===== config.mk =====
export PLATFORM = sky130hd
export DESIGN_NAME = snu_div
export DESIGN_NICKNAME = d
export VERILOG_FILES = /design/src/rtl/core/snu_pkg.sv /design/src/rtl/core/snu_div.sv
export SDC_FILE = /design/constraint.sdc
export NUM_CORES = 2
export LEC_CHECK = 0
export BUFFER_PORTS_ARGS = -buffer_cell sky130_fd_sc_hd__buf_2
export CORE_MARGIN = 2
export CORE_UTILIZATION = 58
export DETAILED_ROUTE_END_ITERATION = 12
export GPL_TIMING_DRIVEN = 0
export PLACE_DENSITY = 0.75
export SLEW_MARGIN = 20
export SYNTH_ARGS = -nofsm -noshare
export SYNTH_HDL_FRONTEND = slang
export SYNTH_MEMORY_MAX_BITS = 65536
export SYNTH_SLANG_ARGS = --single-unit

===== constraint.sdc =====
create_clock -name clk -period 4.1 [get_ports clk]
set_input_delay 0.205 -clock clk [delete_from_list [all_inputs] [get_ports clk]]
set_output_delay 0.205 -clock clk [all_outputs]
set_load 0.02 [all_outputs]

===== src/rtl/core/snu_pkg.sv =====
// Shared types and constants for the surface normal unit.
`timescale 1ns / 1ps
`default_nettype none
package snu_pkg;

  localparam int NORM_BITS       = 24;
  localparam int SUM_WIDTH       = 2 * NORM_BITS + 2;
  localparam int ROOT_WIDTH      = NORM_BITS + 1;
  localparam int OUT_WIDTH       = 16;
  localparam int EDGE_LIMIT_BITS = 30;

  typedef struct packed {
    logic       deg;
    logic [2:0] neg;
  } snu_flags_t;

  typedef logic [NORM_BITS-1:0] snu_mag_t;

  typedef struct packed {
    snu_mag_t [2:0] mag;
    snu_flags_t     flags;
  } snu_side_t;

  // Width of the signed vector that feeds normalization.
  function automatic int vec_width(int cw);
    int ew;
    int lw;
    ew = cw + 1;
    lw = (ew > EDGE_LIMIT_BITS + 1) ? EDGE_LIMIT_BITS + 1 : ew;
    return 2 * lw + 1;
  endfunction

endpackage
`default_nettype wire


===== src/rtl/core/snu_div.sv =====
// Pipelined rounded divide of each magnitude by the root, one quotient bit per stage.
`timescale 1ns / 1ps
`default_nettype none
module snu_div #(
  parameter int OFB = 14
) (
  input  wire logic                                clk,
  input  wire logic                                rst,
  input  wire logic                                en,
  input  wire logic                                root_valid,
  input  wire logic [snu_pkg::ROOT_WIDTH-1:0]      root,
  input  snu_pkg::snu_side_t                       side,
  output logic                                     q_valid,
  output logic [2:0][OFB:0]                        q,
  output snu_pkg::snu_flags_t                      flags
);

  localparam int QW  = OFB + 1;
  localparam int NB  = snu_pkg::NORM_BITS;
  localparam int RW  = snu_pkg::ROOT_WIDTH;
  localparam int DW  = RW + 1;
  localparam int NW  = NB + QW + 1;
  localparam int RMW = DW + 1;

  logic                  st_v     [0:QW];
  logic [2:0][NW-1:0]    st_n     [0:QW];
  logic [DW-1:0]         st_d     [0:QW];
  logic [2:0][RMW-1:0]   st_rem   [0:QW];
  logic [2:0][QW-1:0]    st_q     [0:QW];
  snu_pkg::snu_flags_t   st_flags [0:QW];

  logic [2:0][NW-1:0]    nc;

  always_comb begin
    for (int i = 0; i < 3; i++) begin
      nc[i] = NW'({side.mag[i], QW'(0)}) + NW'(root);
    end
  end

  always_ff @(posedge clk) begin
    if (rst) begin
      st_v[0] <= 1'b0;
    end else if (en) begin
      st_v[0] <= root_valid;
    end
  end

  always_ff @(posedge clk) begin
    if (en) begin
      st_d[0]     <= {root, 1'b0};
      st_flags[0] <= side.flags;
      st_q[0]     <= '0;
      for (int i = 0; i < 3; i++) begin
        st_n[0][i]   <= nc[i];
        st_rem[0][i] <= RMW'(nc[i][NW-1:QW]);
      end
    end
  end

  for (genvar j = 0; j < QW; j++) begin : g_stage
    localparam int B = QW - 1 - j;
    logic [2:0][RMW-1:0] remc;
    logic [2:0]          ge;

    always_comb begin
      for (int i = 0; i < 3; i++) begin
        remc[i] = {st_rem[j][i][RMW-2:0], st_n[j][i][B]};
        ge[i]   = (remc[i] >= RMW'(st_d[j]));
      end
    end

    always_ff @(posedge clk) begin
      if (rst) begin
        st_v[j+1] <= 1'b0;
      end else if (en) begin
        st_v[j+1] <= st_v[j];
      end
    end

    always_ff @(posedge clk) begin
      if (en) begin
        st_n[j+1]     <= st_n[j];
        st_d[j+1]     <= st_d[j];
        st_flags[j+1] <= st_flags[j];
        for (int i = 0; i < 3; i++) begin
          st_rem[j+1][i] <= ge[i] ? remc[i] - RMW'(st_d[j]) : remc[i];
          st_q[j+1][i]   <= {st_q[j][i][QW-2:0], ge[i]};
        end
      end
    end
  end

  assign q_valid = st_v[QW];
  assign q       = st_q[QW];
  assign flags   = st_flags[QW];

endmodule
`default_nettype wire


## After elaboration in Yosys (flattened, before gate mapping)

Memories as Yosys holds them, arrays and structs flattened.
Index checks and enable logic that the tools add are counted.

| word-level totals | value |
|---|---|
| memories kept | 6 |
| input bits | 105 |
| word-level logic and storage cells | 182 |
| RAM bits | 4432 |
| register bits after elaboration | 0 |
| output and inout port bits | 50 |

Memory list:

| memory | depth | bits a word | rd ports | clocked after memory_dff | wr ports | line | text |
|---|---|---|---|---|---|---|---|
| st_n | 16 | 120 | 15 | 0 | 16 | snu_div.sv:26 | `logic [2:0][NW-1:0] st_n [0:QW];` |
| st_rem | 16 | 81 | 15 | 0 | 16 | snu_div.sv:28 | `logic [2:0][RMW-1:0] st_rem [0:QW];` |
| st_q | 16 | 45 | 16 | 0 | 16 | snu_div.sv:29 | `logic [2:0][QW-1:0] st_q [0:QW];` |
| st_d | 16 | 26 | 15 | 0 | 16 | snu_div.sv:27 | `logic [DW-1:0] st_d [0:QW];` |
| st_flags | 16 | 4 | 16 | 0 | 16 | snu_div.sv:30 | `snu_pkg::snu_flags_t st_flags [0:QW];` |
| st_v | 16 | 1 | 16 | 0 | 16 | snu_div.sv:25 | `logic st_v [0:QW];` |

| cells by class | value |
|---|---|
| order comparisons | 45 |
| $add $sub $neg | 48 |
| bitwise gates (word level) | 16 |
| muxes and demuxes | 67 |

Operator list:

| kind | number |
|---|---|
| 27-bit by 26-bit greater-or-equal comparator with 1-bit output | 45 |
| 27-bit 2-to-1 mux | 45 |
| 27-bit by 26-bit subtractor with 27-bit output | 45 |
| 39-bit by 25-bit adder with 40-bit output | 3 |
| 1-bit 2-to-1 mux | 22 |
| 1-bit OR | 16 |

## Depth between registers and ports, before layout

| depth | value |
|---|---|
| depth in word-level cells | 4 |
| depth in mapped cells | 17 |
| depth with buffers taken out | 15 |

## Least setup slack after synthesis

Ideal clock, no wire load.

| timing path | value |
|---|---|
| path type | register to register |
| start point | memory st_rem[11][54] (netlist name) |
| end point | memory st_rem[12][62] (netlist name), data pin |
| stages on the path, launching flop included | 16 |
| path slack | 246 ps |
| data required time | 3838 ps |
| path buffers | 1 |
| arrival | 3592 ps |
| setup time | 262 ps |
| period minus slack after synthesis | 3854 ps |
| cell sequence | edfxtp_1 -> inv_1 -> ha_1 -> inv_1 -> fa_1 -> a211oi_1 -> o21bai_1 -> o41ai_2 -> a31oi_1 -> a211o_1 -> a21o_1 -> a21o_1 -> a21oi_2 -> o21ai_2 -> buf_2 -> mux2_1 |

RTL lines:

| what | line |
|---|---|
| start, declared | snu_div.sv:28 |

==> results.tsv <==
metric	value	unit
cts_tree	yes	
endpoint_kind	register	
die_area	0.217	mm²
use_met3	0.0737	
clk_latency	0.94	ns
synth_cells	11412	
multi_input_area	0.0640	mm²
hold_viol	0	
r2r-end	st_rem[14][78]	
grt_overflow	0	
fmax	241	MHz
max-slew-margin-rel	0.236	
grt_max_degree	149	
status	finished with violations	
layout_worst_path_cycle_share	1.01	
hp-class	input port to register	
netlist.area_leader.share	0.472	
min_path_cells	2	
finalCriticalPeriod	4.16	ns
drt-total-wl	413	mm
postLayoutCellArea	0.142	mm²
vdd_drop_max	0.000667	V
ys_ff_latch	1940	
antenna_found_initial	16	
hpwlAfterDp	322	mm
initial_utilization	0.583	
clock_path_buffers	3	
regArea	0.0583	mm²
path_class	register to register	
clockRootBuffer	clkbuf_16	
firstDrtPassIters	8	
drt.antenna.violating_nets	0	
die_h	465	µm
cts_buffers	208	
critPathLaunchType	register	
synth_edf_count	1940	
p_leak	57.3	nW
syn-num-nets	12688	
synth_top_area_cell	edfxtp_1	
place_congestion	1.04	
area_delta_synth_final	14.7	%
drv_cap	0	
slowest_delay	0.48	ns
grt_util_all_layers	0.371	
vias	96534	
hold_start	side[2]	
synth.area.top_cells	edfxtp_1 47%, ha_1 11%, a21oi_1 4.5%, xnor2_1 4.4%, mux2_2 3.7%	
slew_viol_final	0	
yosysUniqueCellTypes	91	
avgSynthCellArea	10.8	µm²
nFillCells	15694	
rsz0062_at_grt	yes	
async_flop_share	0	
ys_warn_count	0	
clock_sinks	1940	
r2r_slack	-0.06	ns
grt_use_met1	0.445	
place_area	0.128	mm²
detail_route.iter0.violations	9810	
violations	negative setup slack	
core_area	0.212	mm²
path_cells	inv_2 > ha_4 > inv_4 > fa_2 > a21oi_2 > o21ai_1 > a21oi_2 > a21oi_2 > o21a_2 > a2111o_1 > a31o_4 > a2111oi_4 > buf_6 > buf_12 > buf_6 > o21ai_1	
viasPerCell	6.38	
design.portCount	155	
final_common_cell	edfxtp_1	
die_x	465	µm
slowest_stage	edfxtp_1	
grt_util_met2	0.596	
arrival	4.81	ns
grt_pass1_vias	93478	
port_buffers	154	
syn-cell-area	0.123	mm²
path_clk_slew	0.07	ns
cpMostUsedCell	a21oi_2	
timing.rr.start	st_n[1][682]	
synthFlopType	edfxtp_1	
power_density	874	mW/mm²
grt_pass1_wl	595	mm
yosysSeqAreaShare	0.472	
wire_per_inst	27.3	µm
row_count	169	
tns	-0.192	ns
cts-htree-levels	4	
layout_common_cells	1,940 x edfxtp_1, 1,114 x ha_1, 1,003 x a21oi_1	
drcViolationCount	0	
crit_required	4.75	ns
fin_nets	13394	
busiest_layer	met2	
setup_viol	17	
drive_gt1_frac	0.137	
min_to	st_flags[0][2]	
path_max_fanout	6	
finalClockSkew	0.0842	ns
r2r_cells	16	
finalWorstSetupSlack	-0.0552	ns
worst_pin_slew	1.14	ns
## cells in the mapped netlist (all sizes together), types with 100 or more instances
master and count:
a21o 527, a21oi 1104, a31oi 100, and3 101, clkbuf 195, edfxtp 1940
ha 1126, inv 661, mux2 429, nand2 769, nand2b 101, nand3 217
nand4 139, nor2 795, nor2b 140, nor3 146, o21a 113, o21ai 748
o21bai 132, xnor2 622, xor2 347
## cells by family (layout without fill, tap and decap cells)
| kind of cell | after synthesis | in the layout | synth area share |
|---|---|---|---|
| AOI/OAI and AO/OA | 3272 | 3272 | 0.166 |
| xor gates and xnor gates | 969 | 969 | 0.0687 |
| adders and majority gates | 1171 | 1171 | 0.121 |
| buffers and inverters | 928 | 1815 | 0.0290 |
| DFF | 1940 | 1940 | 0.472 |
| muxes | 459 | 459 | 0.0416 |
| other | 0 | 9 | 0 |
| and+or+nand+nor | 2673 | 2673 | 0.102 |
## state kept, by name (all words and copies together), names as in the netlist
register,cells
st_q,360
st_v,16
st_n,298
st_d,150
st_flags,64
st_rem,1052
## metrics by stage
step                       util  hold WS, ns  power, W  setup WS, ns  std cells
final                     0.669       0.0544     0.124       -0.0552      15129
after global routing      0.669       0.0194     0.130        -0.138      15121
after CTS                 0.661     0.000966     0.120     -0.000607      15042
after detailed placement  0.606        0.383    0.0961         -2.05      14406
after global placement    0.603        0.384    0.0963        -26.97      14387
after floorplan               -        0.304    0.0754         0.246      11412
## final cells by class
cell class                      instances  area share
Buffer                                261      0.0125
Clock buffer                          235      0.0376
Tap cell                             2821      0.0249
Inverter                              661      0.0178
Clock inverter                        156      0.0129
Sequential cell                      1940       0.411
Timing Repair Buffer                  502      0.0313
Multi-Input combinational cell       8544       0.452
Antenna cell                            9    0.000159
## power breakdown
group	switching (W)	total, W	leakage (nW)	internal (W)
sequential	0.00527	0.0367	18.9	0.0314
clock	0.00856	0.0197	3.43	0.0111
combinational	0.0401	0.0675	34.9	0.0274
total	0.0539	0.124	57.3	0.0700
## critical path, delay by kind of cell, from the launching register on
kind,cells,cell delay [ns]
buf+inv,5,0.83
compound gates,9,2.01
flops,1,0.48
fa+ha+maj,2,0.53
## how the worst max path moves through the flow
stage | startpoint | cells past startpoint | endpoint
floorplan | st_rem[11][54] | 15 | st_rem[12][62]
global placement | en | 2 | st_v[0]
detailed placement | st_n[0][214] | 14 | st_rem[2][40]
CTS | st_n[1][206] | 16 | st_rem[10][50]
global route | st_n[1][682] | 15 | st_rem[14][79]
finish | st_n[1][682] | 16 | st_rem[14][78]
## what timing repair did
item                                    in CTS  in global routing
setup buffers                               90                 73
resized for setup                          585                308
gates cloned                                 5                  7
hold endpoints to repair                   174                  0
pin swaps                                   72                 99
hold buffers                               155                  0
endpoints found under the setup margin    1081                888
## layer usage
layer / up-vias / part of all wire
li1: 44045 / -
met1: 46605 / 0.37
met2: 4692 / 0.46
met3: 1184 / 0.085
met4: 8 / 0.087
met5: - / 0.00012
Power figures use the tool's default switching activity.
