==> src/rtl/core/snu_pkg.sv <==
// Shared types and constants for the surface normal unit.
`timescale 1ns / 1ps
`default_nettype none
package snu_pkg;

  localparam int NORM_BITS       = 24;
  localparam int SUM_WIDTH       = 2 * NORM_BITS + 2;
  localparam int ROOT_WIDTH      = NORM_BITS + 1;
  localparam int OUT_WIDTH       = 16;
  localparam int EDGE_LIMIT_BITS = 30;

  typedef struct packed {
    logic       deg;
    logic [2:0] neg;
  } snu_flags_t;

  typedef logic [NORM_BITS-1:0] snu_mag_t;

  typedef struct packed {
    snu_mag_t [2:0] mag;
    snu_flags_t     flags;
  } snu_side_t;

  // Width of the signed vector that feeds normalization.
  function automatic int vec_width(int cw);
    int ew;
    int lw;
    ew = cw + 1;
    lw = (ew > EDGE_LIMIT_BITS + 1) ? EDGE_LIMIT_BITS + 1 : ew;
    return 2 * lw + 1;
  endfunction

endpackage
`default_nettype wire

==> src/rtl/core/snu_prenorm.sv <==
// Magnitudes, range normalization to 24 bits and sum of squares (five stages).
`timescale 1ns / 1ps
`default_nettype none
module snu_prenorm #(
  parameter int VW = 35
) (
  input  wire logic                                clk,
  input  wire logic                                rst,
  input  wire logic                                en,
  input  wire logic                                vec_valid,
  input  wire logic [2:0][VW-1:0]                  vec,
  output logic                                     sum_valid,
  output logic [snu_pkg::SUM_WIDTH-1:0]            sum,
  output snu_pkg::snu_side_t                       side
);

  localparam int NB  = snu_pkg::NORM_BITS;
  localparam int SW  = snu_pkg::SUM_WIDTH;
  localparam int BLW = $clog2(VW + 1);

  logic                      v1, v2, v3, v4;
  logic [2:0][VW-1:0]        m1, m2;
  logic [2:0]                neg1, neg2;
  logic [BLW-1:0]            bl2;
  logic                      deg2;
  snu_pkg::snu_side_t        side3, side4;
  logic [2:0][2*NB-1:0]      sq4;

  logic [VW-1:0]             mor;
  logic [BLW-1:0]            blc;
  snu_pkg::snu_side_t        side_c;

  always_ff @(posedge clk) begin
    if (rst) begin
      v1        <= 1'b0;
      v2        <= 1'b0;
      v3        <= 1'b0;
      v4        <= 1'b0;
      sum_valid <= 1'b0;
    end else if (en) begin
      v1        <= vec_valid;
      v2        <= v1;
      v3        <= v2;
      v4        <= v3;
      sum_valid <= v4;
    end
  end

  always_ff @(posedge clk) begin
    if (en) begin
      for (int i = 0; i < 3; i++) begin
        neg1[i] <= vec[i][VW-1];
        m1[i]   <= vec[i][VW-1] ? VW'(-vec[i]) : vec[i];
      end
    end
  end

  always_comb begin
    mor = m1[0] | m1[1] | m1[2];
    blc = '0;
    for (int j = 0; j < VW; j++) begin
      if (mor[j]) blc = BLW'(j + 1);
    end
  end

  always_ff @(posedge clk) begin
    if (en) begin
      m2   <= m1;
      neg2 <= neg1;
      bl2  <= blc;
      deg2 <= (mor == '0);
    end
  end

  always_comb begin
    side_c.flags.deg = deg2;
    side_c.flags.neg = neg2;
    for (int i = 0; i < 3; i++) begin
      side_c.mag[i] = NB'({m2[i], NB'(0)} >> bl2);
    end
  end

  always_ff @(posedge clk) begin
    if (en) begin
      side3 <= side_c;
      side4 <= side3;
      side  <= side4;
      for (int i = 0; i < 3; i++) begin
        sq4[i] <= (2*NB)'(side3.mag[i] * side3.mag[i]);
      end
      sum <= SW'(sq4[0]) + SW'(sq4[1]) + SW'(sq4[2]);
    end
  end

endmodule
`default_nettype wire

==> config.mk <==
export PLATFORM = sky130hd
export DESIGN_NAME = snu_prenorm
export DESIGN_NICKNAME = d
export VERILOG_FILES = /design/src/rtl/core/snu_pkg.sv /design/src/rtl/core/snu_prenorm.sv
export SDC_FILE = /design/constraint.sdc
export NUM_CORES = 2
export LEC_CHECK = 0
export ABC_AREA = 1
export BUFFER_PORTS_ARGS = -buffer_cell sky130_fd_sc_hd__buf_2
export CAP_MARGIN = 20
export CORE_UTILIZATION = 59
export CTS_CLUSTER_SIZE = 30
export DETAILED_ROUTE_END_ITERATION = 6
export GPL_ROUTABILITY_DRIVEN = 1
export GPL_TIMING_DRIVEN = 0
export PLACE_DENSITY = 0.79
export SYNTH_ARGS = -nofsm -noshare
export SYNTH_HDL_FRONTEND = slang
export SYNTH_SLANG_ARGS = --single-unit
==> constraint.sdc <==
create_clock -name clk -period 6.85 [get_ports clk]
set_clock_uncertainty 0.05 [all_clocks]
set_input_delay 2.055 -clock clk [delete_from_list [all_inputs] [get_ports clk]]
set_output_delay 2.055 -clock clk [all_outputs]
set_load 0.01 [all_outputs]
Word level (Yosys, flattened, before mapping)

Cells that the tools add are included.

Register bits: 650
Bits of input ports: 109
Output and inout port bits: 127
Logic and storage cells: 92

Add/sub/neg operators: 5
$mul: 3
Reduce and logical (&&, ||, !) cells: 3
Muxes and demuxes: 37
Shifts and indexed selects: 3
Bitwise logic cells: 2

Operators by type and width:

| cell                         | count |
|---|---|
| 2-to-1 mux 6 bit             | 30 |
| right shift 59 x 6 -> 24 bit | 3 |
| multiplier 24 x 24 -> 48 bit | 3 |
| negator 35 bit               | 3 |
| 2-to-1 mux 34 bit            | 3 |
| bitwise OR 35 bit            | 2 |
| adder 49 x 48 -> 50 bit      | 1 |
| adder 48 x 48 -> 49 bit      | 1 |
| zero test 35 bit             | 1 |
| 2-to-1 mux 2 bit             | 2 |
| OR reduction 4 bit           | 1 |
| 2-to-1 mux 1 bit             | 2 |
| OR reduction 2 bit           | 1 |

Longest topological paths before layout

Word-level depth: 36
Gate-level depth with buffers: 40
Depth with buffers taken out: 39

Worst setup path before layout

Ideal clock, no wire load.

Path kind: reg-to-reg
From: register side3[69] (netlist name)
To: register sq4[140] (netlist name), data pin
Setup slack: 0.080 ns
Data arrival time: 6.455 ns
Stages on the path, launching flop included: 26
Setup time: 0.265 ns
Path buffers: 1
Period minus slack after synthesis: 6.770 ns
Required time: 6.535 ns
Cells stage by stage: edfxtp_1 > clkbuf_1 > nand2_1 > fa_1 > inv_1 > fa_1 > fa_1 > inv_1 > fa_1 > fa_1 > inv_1 > fa_1 > fa_1 > ha_1 > a21oi_1 > inv_1 > a31oi_1 > a21boi_1 > o21ai_2 > a21boi_2 > o21ai_2 > a21boi_1 > o21bai_1 > a21boi_2 > o21ai_0 > xor2_1

Cells in the longest elaborated chain, start to end: 1

RTL lines:

| item                            | RTL line          | text |
|---|---|---|
| from (decl)                     | snu_prenorm.sv:26 | `snu_pkg::snu_side_t side3, side4;` |
| from (signal assigned)          | snu_prenorm.sv:85 | `side3 <= side_c;` |
| multiplier 24 x 24 -> 48 bit    | snu_prenorm.sv:89 | `sq4[i] <= (2*NB)'(side3.mag[i] * side3.mag[i]);` |
| to (signal, indexed assignment) | snu_prenorm.sv:89 |  |
| to (decl)                       | snu_prenorm.sv:27 | `logic [2:0][2*NB-1:0] sq4;` |

No other way between the ends.
A chain may end at the register's enable or synchronous reset.

Worst setup path after layout

From: register side3[66] (netlist name)
To: register sq4[140] (netlist name), data pin

Same word-level chain as after synthesis.

==> impl_metrics.csv <==
group,metric,value,unit
synth,synth_area_per_cell,9.23,µm²
setup_path,cp_common_cell,"fa_1",
die,dieArea,137000,µm²
cells_and_area,utilization,0.697,
setup_path,reg2reg_depth,28,
global_route,antenna_found_initial,14,
synth,yosysWarnings,0,
drt,detail_route.wl_per_cell,24.5,µm
drt,drc_errors,23,
setup_path,cp-start-kind,"register",
drt,ant_nets,0,
setup_path,rr_endpoint,"sq4[140]$_DFFE_PP_",
cells_and_area,final_cell_mix,"2293 x inv_1, 1687 x nand2_1, 1269 x fa_1, 639 x edfxtp_1, 501 x ha_1",
setup_path,slowest_stage,"fa_2",
die,die_h,370,µm
timing,period_needed,7240,ps
drt,dr.first_iter.drc_count,6410,
clock_tree,clock-sinks,644,
timing,worst_slack,-395,ps
synth,syn_area,79900,µm²
cells_and_area,final_layout_size_suffix_gt1_frac,0.152,
timing,finalSetupViolCount,33,
synth,synth_edf_count,639,
drt,vias_per_cell,5.70,
place,dpl.hpwl,207,mm
worst_hold_path,min_to,"side[22]$_DFFE_PP_",
synth,synth-async-reset-ratio,0,
clock_tree,cts_tree,"done",
timing,worst_pin_slew,1280,ps
timing,whs,360,ps
timing,max_freq,138,MHz
setup_path,cp.arrival,7610,ps
clock_tree,clk_latency,740,ps
drt,routed-via-count,64000,
global_route,grt_max_degree,135,
synth,synth_ff_type,"edfxtp_1",
clock_tree,cts_buffer_depth,3,
setup_path,crit_family,"adder cells",
cells_and_area,layout_commonest_cell,"inv_1",
worst_hold_path,holdCritStartpoint,"side4[22]$_DFFE_PP_",
synth,synth_top_area_share,0.330,
setup_path,crit_type,"reg -> reg",
synth,synthCells,8656,
die,rows,134,
drt,drtPass1Iterations,7,
setup_path,ff2ff_setup_slack,-390,ps
outcome,run_status,"finished with violations",
synth,synth_seq_cells,644,
place,pre_cts_ws,-1670,ps
setup_path,slowest_delay,600,ps
cells_and_area,stdcell_count,11200,
flow_run,drv_cap,0,
die,die_w,370,µm
place,dp_cells,10700,
clock_tree,clkTransAtPathRegs,60,ps
global_route,grt_pass1_wl,401,mm
outcome,violations,"DRC, setup timing",
timing,final.period_utilization,1.06,
worst_hold_path,holdPathStages,0,
clock_tree,hold_buffers,0,
drt,wirelength,275,mm
timing,rsz0062_at_grt,"true",
cells_and_area,layout.nets,11400,
timing,hold_viol,0,
place,gp_congestion,1.04,
setup_path,crit_required,7220,ps
global_route,overflow,0,
clock_tree,htree_levels,3,
synth,yosys.area.top_type,"fa_1",
timing,drv_slew,0,
place,portBuffers,235,
synth,synth_seq_area_share,0.241,
synth,synth_area_leaders,"fa_1 33%, edfxtp_1 24%, inv_1 11%, ha_1 9.0%, nand2_1 8.4%",
global_route,grt.total_usage,0.401,
die,io_pins,236,
clock_tree,numCtsBuffers,75,
die,core-area,134000,µm²
timing,slew-limit-headroom,0.144,
setup_path,crit_buf_inv,8,
cells_and_area,synthToLayoutAreaGrowth,16.8,%
synth,ys_types,62,
clock_tree,cts_root_buffer,"clkbuf_16",
setup_path,cp_max_fo,6,
die,initial_core_util,0.596,
worst_hold_path,worstHoldPathType,"reg -> reg",
setup_path,end_kind,"register",
setup_path,r2r_start,"side3[66]$_DFFE_PP_",
global_route,grt_pass1_vias,67400,
==> flip-flops by register name (all words and copies together) (netlist names), 3 cells and up <==
name	cells
bl2	6
m2	105
side4	76
side3	76
neg2	3
side	76
m1	105
sq4	138
neg1	3
sum	50
==> cells in the mapped netlist (all sizes together) (2+ instances only) <==
| master | instances |
|---|---|
| a21boi | 16 |
| a21o | 8 |
| a21oi | 263 |
| a221oi | 3 |
| a31oi | 50 |
| a32o | 6 |
| a41oi | 2 |
| and2 | 3 |
| buf | 23 |
| clkbuf | 241 |
| clkinv | 4 |
| dfxtp | 5 |
| edfxtp | 639 |
| fa | 1318 |
| ha | 576 |
| inv | 2351 |
| mux2i | 39 |
| nand2 | 1792 |
| nand3 | 150 |
| nand3b | 2 |
| nand4 | 23 |
| nor2 | 286 |
| nor3 | 78 |
| nor3b | 10 |
| nor4 | 14 |
| o211ai | 17 |
| o21a | 14 |
| o21ai | 325 |
| o21bai | 13 |
| o221ai | 45 |
| o2bb2ai | 3 |
| o31ai | 6 |
| or2 | 16 |
| xnor2 | 108 |
| xor2 | 199 |
==> metal layers <==
layer	part of all wire	track usage	up-vias	wire (µm)
met2	0.46	0.637	3857	125000
met3	0.11	0.0971	1151	29000
met4	0.089	0.288	8	24400
met1	0.35	0.479	31400	95900
met5	0.00020	0	-	54
li1	-	-	27600	-
==> area by class of cell <==
type	instances	area [µm²]
Tap cell	1768	2210
Sequential cell	644	19300
Antenna cell	7	17.5
Buffer	251	2190
Inverter	2355	8840
Clock inverter	47	574
Multi-Input combinational cell	5395	53300
Clock buffer	88	1930
Timing Repair Buffer	665	4950
Fill cell	9684	40600
==> what timing repair did <==
action	CTS	global route
resized for setup	643	455
buffers inserted	294	134
cloned	0	2
pin swaps	162	251
endpoints found under the setup margin	93	71
==> stage by stage <==
stage	setup TNS [ps]	instance area (µm²)
3_3_place_gp	-3787650	83300
5_1_grt	-8680	93300
6_report	-3960	93300
3_5_place_dp	-76340	83400
4_1_cts	-1620	90700
2_1_floorplan	0	79900
==> worst max path at each step <==
stage,from,end,slack (ps),cells past startpoint
2_1_floorplan,side3[69]$_DFFE_PP_,sq4[140]$_DFFE_PP_,80,25
3_3_place_gp,en,v3$_SDFFE_PP0P_,-6640,4
3_5_place_dp,side3[13]$_DFFE_PP_,sq4[42]$_DFFE_PP_,-1670,27
4_1_cts,side3[66]$_DFFE_PP_,sq4[140]$_DFFE_PP_,-270,26
5_1_grt,side3[56]$_DFFE_PP_,sq4[140]$_DFFE_PP_,-510,26
6_report,side3[66]$_DFFE_PP_,sq4[140]$_DFFE_PP_,-390,28
==> logic make-up (layout without fill, tap and decap cells) <==
logic type	Yosys count	count (layout)	share of synthesized area
DFF	644	644	0.241
AOI/OAI and AO/OA	776	776	0.0566
adders and majority gates	1894	1894	0.421
and+or+nand+nor	2376	2376	0.120
other	1	10	0.0000469
muxes	39	39	0.00489
xor gates and xnor gates	307	307	0.0337
buffers and inverters	2619	3406	0.123
Power is not shown: default switching activity piles up to over one toggle a cycle in this logic, so the estimate is an artifact.
