### config.mk
export PLATFORM = sky130hd
export DESIGN_NAME = snu_sqrt
export DESIGN_NICKNAME = d
export VERILOG_FILES = /design/src/rtl/core/snu_pkg.sv /design/src/rtl/core/snu_sqrt.sv
export SDC_FILE = /design/constraint.sdc
export NUM_CORES = 2
export LEC_CHECK = 0
export BUFFER_PORTS_ARGS = -buffer_cell sky130_fd_sc_hd__buf_2
export CORE_MARGIN = 3
export CORE_UTILIZATION = 50
export DETAILED_ROUTE_END_ITERATION = 16
export HOLD_SLACK_MARGIN = 0.1
export PLACE_DENSITY = 0.66
export SLEW_MARGIN = 25
export SYNTH_ARGS = -nofsm -noshare
export SYNTH_HDL_FRONTEND = slang
export SYNTH_SLANG_ARGS = --single-unit
### constraint.sdc
create_clock -name clk -period 10.7 [get_ports clk]
set_input_delay 0.535 -clock clk [delete_from_list [all_inputs] [get_ports clk]]
set_output_delay 0.535 -clock clk [all_outputs]
set_load 0.005 [all_outputs]
### src/rtl/core/snu_pkg.sv
// Shared types and constants for the surface normal unit.
`timescale 1ns / 1ps
`default_nettype none
package snu_pkg;

  localparam int NORM_BITS       = 24;
  localparam int SUM_WIDTH       = 2 * NORM_BITS + 2;
  localparam int ROOT_WIDTH      = NORM_BITS + 1;
  localparam int OUT_WIDTH       = 16;
  localparam int EDGE_LIMIT_BITS = 30;

  typedef struct packed {
    logic       deg;
    logic [2:0] neg;
  } snu_flags_t;

  typedef logic [NORM_BITS-1:0] snu_mag_t;

  typedef struct packed {
    snu_mag_t [2:0] mag;
    snu_flags_t     flags;
  } snu_side_t;

  // Width of the signed vector that feeds normalization.
  function automatic int vec_width(int cw);
    int ew;
    int lw;
    ew = cw + 1;
    lw = (ew > EDGE_LIMIT_BITS + 1) ? EDGE_LIMIT_BITS + 1 : ew;
    return 2 * lw + 1;
  endfunction

endpackage
`default_nettype wire

### src/rtl/core/snu_sqrt.sv
// Pipelined integer square root, one result bit per stage.
`timescale 1ns / 1ps
`default_nettype none
module snu_sqrt (
  input  wire logic                                clk,
  input  wire logic                                rst,
  input  wire logic                                en,
  input  wire logic                                sum_valid,
  input  wire logic [snu_pkg::SUM_WIDTH-1:0]       sum,
  input  snu_pkg::snu_side_t                       side_in,
  output logic                                     root_valid,
  output logic [snu_pkg::ROOT_WIDTH-1:0]           root,
  output snu_pkg::snu_side_t                       side_out
);

  localparam int RW = snu_pkg::ROOT_WIDTH;
  localparam int SW = snu_pkg::SUM_WIDTH;

  logic                 st_v    [0:RW];
  logic [SW-1:0]        st_x    [0:RW];
  logic [RW+1:0]        st_rem  [0:RW];
  logic [RW-1:0]        st_root [0:RW];
  snu_pkg::snu_side_t   st_side [0:RW];

  assign st_v[0]    = sum_valid;
  assign st_x[0]    = sum;
  assign st_rem[0]  = '0;
  assign st_root[0] = '0;
  assign st_side[0] = side_in;

  for (genvar g = 0; g < RW; g++) begin : g_stage
    localparam int P = RW - 1 - g;
    logic [RW+1:0] remc;
    logic [RW+1:0] trial;
    logic          ge;

    always_comb begin
      remc  = {st_rem[g][RW-1:0], st_x[g][2*P+1 -: 2]};
      trial = {st_root[g], 2'b01};
      ge    = (remc >= trial);
    end

    always_ff @(posedge clk) begin
      if (rst) begin
        st_v[g+1] <= 1'b0;
      end else if (en) begin
        st_v[g+1] <= st_v[g];
      end
    end

    always_ff @(posedge clk) begin
      if (en) begin
        st_x[g+1]    <= st_x[g];
        st_side[g+1] <= st_side[g];
        st_rem[g+1]  <= ge ? remc - trial : remc;
        st_root[g+1] <= {st_root[g][RW-2:0], ge};
      end
    end
  end

  assign root_valid = st_v[RW];
  assign root       = st_root[RW];
  assign side_out   = st_side[RW];

endmodule
`default_nettype wire

## After elaboration in Yosys (flattened, before gate mapping)

Cells that the tools add are included.

| cells by class | value |
|---|---|
| add/subtract/negate cells | 24 |
| multipliers | 0 |
| divide/modulo/power cells | 0 |
| magnitude comparators | 25 |
| eq/ne operators | 0 |
| shift operators | 0 |
| mux-type cells | 24 |
| bitwise operators | 0 |
| reduce and logical (&&, ||, !) cells | 0 |

Operators with widths:

| operator | count |
|---|---|
| $mux 25 | 23 |
| $ge 27x10->1 | 1 |
| $ge 27x11->1 | 1 |
| $ge 27x12->1 | 1 |
| $ge 27x13->1 | 1 |
| $ge 27x14->1 | 1 |
| $ge 27x15->1 | 1 |
| $ge 27x16->1 | 1 |
| $ge 27x17->1 | 1 |
| $ge 27x18->1 | 1 |
| $ge 27x19->1 | 1 |
| $ge 27x20->1 | 1 |
| $ge 27x21->1 | 1 |
| $ge 27x22->1 | 1 |
| $ge 27x23->1 | 1 |
| $ge 27x24->1 | 1 |
| $ge 27x25->1 | 1 |
| $ge 27x26->1 | 1 |
| $ge 27x3->1 | 1 |
| $ge 27x4->1 | 1 |
| $ge 27x5->1 | 1 |
| $ge 27x6->1 | 1 |
| $ge 27x7->1 | 1 |
| $ge 27x8->1 | 1 |
| 27 further kinds | 27 |

| word-level totals | value |
|---|---|
| register bits | 3,428 |
| latch bits | 0 |
| RAM bits | 0 |
| bits in read-only memories | 0 |
| output and inout bits | 102 |
| logic and storage cells | 297 |
| memories kept | 0 |

## Depth between registers and ports, before layout

| depth | value |
|---|---|
| depth after elaboration | 2 |
| depth in mapped cells | 14 |

## Worst setup path after synthesis

OpenSTA, ideal clock, no wires.

| timing path | value |
|---|---|
| path type | register -> register |
| start point | reg st_rem, in the netlist g_stage[6].remc[2] |
| end point | reg st_rem, in the netlist g_stage[7].remc[20] (data pin) |
| library setup time | 266 ps |
| arrival | 3,202 ps |
| data required time | 10,434 ps |
| path slack | 7,232 ps |
| stages on the path, launching flop included | 12 |
| cell sequence | edfxtp_1 -> ha_1 -> o21a_1 -> o21a_1 -> o21ai_0 -> a21oi_1 -> a2111oi_0 -> or4b_2 -> clkbuf_1 -> nand4_1 -> nor3_1 -> xor2_1 |

| on the way | value |
|---|---|
| word-level cells in the longest chain between the ends | 2 |
| elaborated cells on any way between the ends | 3 |

RTL lines:

| item | line | source |
|---|---|---|
| start, declared | snu_sqrt.sv:21 | `logic [RW+1:0] st_rem [0:RW];` |
| start signal, assigned by index | snu_sqrt.sv:55 | `st_rem[g+1] <= ge ? remc - trial : remc;` |
| $sub 25x8->25 or $ge 27x8->1 (tied branches) | snu_sqrt.sv:55, snu_sqrt.sv:40 |  |
| $mux 25 * | snu_sqrt.sv:55 |  |

Every way passes the cells marked *; elsewhere a longest branch is shown, timed or not.
A chain may end at the register's enable or synchronous reset.

## Final worst setup path

| timing path | value |
|---|---|
| start point | reg st_rem, in the netlist g_stage[12].remc[12] |
| end point | reg st_rem, in the netlist g_stage[13].remc[19] (data pin) |

| on the way | value |
|---|---|
| word-level cells in the longest chain between the ends | 2 |
| elaborated cells on any way between the ends | 3 |

RTL lines:

| item | line |
|---|---|
| $sub 25x14->25 or $ge 27x14->1 (tied branches) | snu_sqrt.sv:55, snu_sqrt.sv:40 |
| $mux 25 * | snu_sqrt.sv:55 |

Marked as above.

==> flow_metrics.py <==
metrics = {
    "outcome": {
        "status": "finished, final reports clean",
    },
    "critical_path": {
        "crit_type": "reg -> reg",
        "start_kind": "flop",
        "cp_max_fo": 17,
        "crit_arrival_ps": 5040,
        "required_ps": 11280,
        "r2r_slack_ps": 6240,
        "crit_path_end_kind": "flop",
    },
    "synthesis": {
        "ys_seq_area_share_pct": 80.45,
        "yosys.area.top_type": "edfxtp_1",
        "synth_seq_cells": 3418,
        "syn_nets": 7816,
        "synthArstFlopShare_pct": 0,
        "syn_inst": 7335,
        "synth_compound_area_share_pct": 5.092,
        "synth_edf_count": 3393,
        "synth-simple-area-share_pct": 5.276,
        "yosys_warnings": 0,
        "yosysMostFrequentCell": "edfxtp_1",
        "synth_top_cells_by_area": "edfxtp_1 (80%), ha_1 (3.5%), xnor2_1 (1.6%)",
        "synth_top_family_by_area": "simple AND/OR/NAND/NOR gates",
        "ys_types": 82,
        "synthAdderAreaFrac_pct": 3.451,
        "netlist.area_leader.share_pct": 80.06,
        "syn_avg_cell_area_sq_um": 17.35,
        "muxShareOfSynthArea_pct": 0.6479,
        "ys.flop_type": "edfxtp_1",
        "synth_area_sq_mm": 0.1273,
        "synth-xor-area-share_pct": 3.028,
        "synth_commonest_cells": "edfxtp_1 (3,393), inv_1 (453), nand2_1 (363), nor2_1 (359), ha_1 (351)",
    },
    "die": {
        "pin_count": 232,
        "std_cell_rows": 184,
        "core_sq_mm": 0.2523,
        "start_util_pct": 50.44,
        "die_height_microns": 510.5,
        "dieArea_sq_mm": 0.2606,
        "die_w_microns": 510.5,
    },
    "route": {
        "vias_per_cell": 5.127,
        "drc_errors": 0,
        "ant_nets": 0,
        "dr.first_iter.drc_count": 4204,
        "routed_wl_microns": 185200,
        "first_pass_iters": 6,
        "avgRoutedWirePerCell_microns": 16.03,
        "vias": 59216,
    },
    "timing": {
        "tns_ps": 0,
        "clock-skew-final_ps": 95.68,
        "setup_violations": 0,
        "rsz0062_at_grt": "false",
        "hold_violations": 0,
        "slew_headroom_pct": 25.14,
        "drv_slew": 0,
        "fin_crit_sh_pct": 41.71,
        "fmax_mhz": 224.1,
        "layout_min_cycle_time_ps": 4463,
        "worst_pin_slew_ps": 1123,
        "hold_ws_ps": 260.6,
    },
    "clocking": {
        "cts_max_path_buffers": 4,
        "cts_tree": "built",
        "clock-root-buffer": "clkbuf_16",
        "cts_buffers": 359,
        "cts_resized": 0,
        "clk_pin_slew_worst_paths_ps": 60,
        "htreeDepth": 5,
        "clkSinkCount": 3418,
        "clock_latency_ps": 940,
    },
    "power_and_ir_drop": {
        "irDropWorstVdd_mv": 0.1744,
        "p_leak_nw": 52.62,
        "p_per_area_mw_per_mm2": 216.5,
    },
    "final_layout": {
        "fin_nets": 8427,
        "n_fill_cell": 18798,
        "area_growth_pct": 13.66,
        "drive_gt1_share_pct": 10.41,
    },
    "grt": {
        "grt_pass1_vias": 59648,
        "grt_pass1_wl_microns": 298400,
        "grt.total_usage_pct": 14.05,
        "antenna_found_initial": 3,
        "gr-total-overflow": 0,
        "grt_max_degree": 206,
    },
    "placed_design": {
        "io_buffers": 231,
        "gp_congestion": 0.9148,
        "hpwl_microns": 114900,
    },
    "run": {
        "cap_violations": 0,
    },
    "hold_path": {
        "hold_path_class": "in -> reg",
    },
}
==> critical path, cell delays in order (launching register included) <==
cell and delay, ps:
edfxtp_1 390, ha_1 400, a21o_1 200, a211oi_1 310, nand2_1 120, or3_1 390, a311oi_1 490, o21a_1 580
clkinv_1 590, nand2_1 400, a2111oi_0 140, xor2_1 160
==> metal layers <==
layer	global-route usage, %	routed length [microns]
met1	16.76	75520
met2	24.44	93750
met3	2.955	8054
met4	6.511	7862
met5	0	13
==> cell families after synthesis <==
group           after synthesis
compound gates             1053
xor+xnor                    440
fa+ha+maj                   351
mux                          77
flops                      3418
simple gates               1376
other cells                   1
buf+inv                     619
==> metrics by stage <==
stage	area (sq um)	setup WS, ps	power [mW]	utilization (%)	cells
after floorplan	127300	7232	18.95	-	7335
final	144600	6237	31.32	57.33	11550
after global routing	144600	5896	32.79	57.33	11550
after detailed placement	132300	6304	20.01	52.42	10800
after CTS	144600	6283	31.75	57.30	11546
after global placement	132300	6360	19.86	52.42	10800
==> path summary, 6_finish.rpt <==
| check | end | depth (start not counted) | start |
|---|---|---|---|
| hold reg to reg | st_side[751]$_DFFE_PP_ | 0 | st_side[827]$_DFFE_PP_ |
| setup reg to reg | g_stage[13].remc[19]$_DFFE_PP_ | 11 | g_stage[12].remc[12]$_DFFE_PP_ |
| setup / recovery | g_stage[13].remc[19]$_DFFE_PP_ | 11 | g_stage[12].remc[12]$_DFFE_PP_ |
| hold / removal | st_side[1827]$_DFFE_PP_ | 2 | side_in[3] |
==> registers in the layout, summed over array words and instances (netlist names) <==
name           cells
g_stage.trial    300
st_x             552
st_v              24
root              25
side_out          76
st_side         1824
g_stage.remc     616
root_valid         1
==> placed cells by master (no fill, tap or decap), types with 35 or more instances in the layout <==
| cell | n |
|---|---|
| xnor2_1 | 229 |
| buf_4 | 35 |
| nand2_1 | 363 |
| ha_1 | 351 |
| a21o_1 | 113 |
| buf_2 | 230 |
| nor2b_1 | 47 |
| clkinv_1 | 75 |
| nor4_1 | 56 |
| clkinv_2 | 62 |
| o21a_1 | 74 |
| o21ai_0 | 296 |
| or3_1 | 53 |
| a21oi_1 | 325 |
| dlygate4sd3_1 | 131 |
| mux2_2 | 43 |
| nor2_1 | 358 |
| nand3_1 | 88 |
| xor2_1 | 211 |
| inv_1 | 453 |
| nand4_1 | 47 |
| clkbuf_16 | 360 |
| edfxtp_1 | 3393 |
| clkbuf_1 | 68 |
| nand2b_1 | 71 |
| nor3_1 | 128 |
==> power breakdown <==
group | total, mW | internal, mW | switching, mW
clock network | 11.5 | 6.82 | 4.71
logic | 3.15 | 1.31 | 1.84
registers | 16.6 | 16.1 | 0.500
==> final cells by class <==
| type | count | area (sq um) | share of cell area [%] |
|---|---|---|---|
| clock inverters | 186 | 1703 | 1.177 |
| well taps | 3348 | 4189 | 2.896 |
| repair buffers | 413 | 3063 | 2.118 |
| multi-input cells | 3298 | 22310 | 15.42 |
| flip-flops and latches | 3418 | 102400 | 70.79 |
| clock buffers | 429 | 9278 | 6.414 |
| diodes | 2 | 5.005 | 0.003460 |
| inverters | 456 | 1712 | 1.183 |
==> repair_timing <==
item / in CTS / in global routing
hold buffers: 131 / 0
hold endpoints to repair: 194 / 0
buffers inserted: 0 / 0
(Power assumes the default switching activity.)
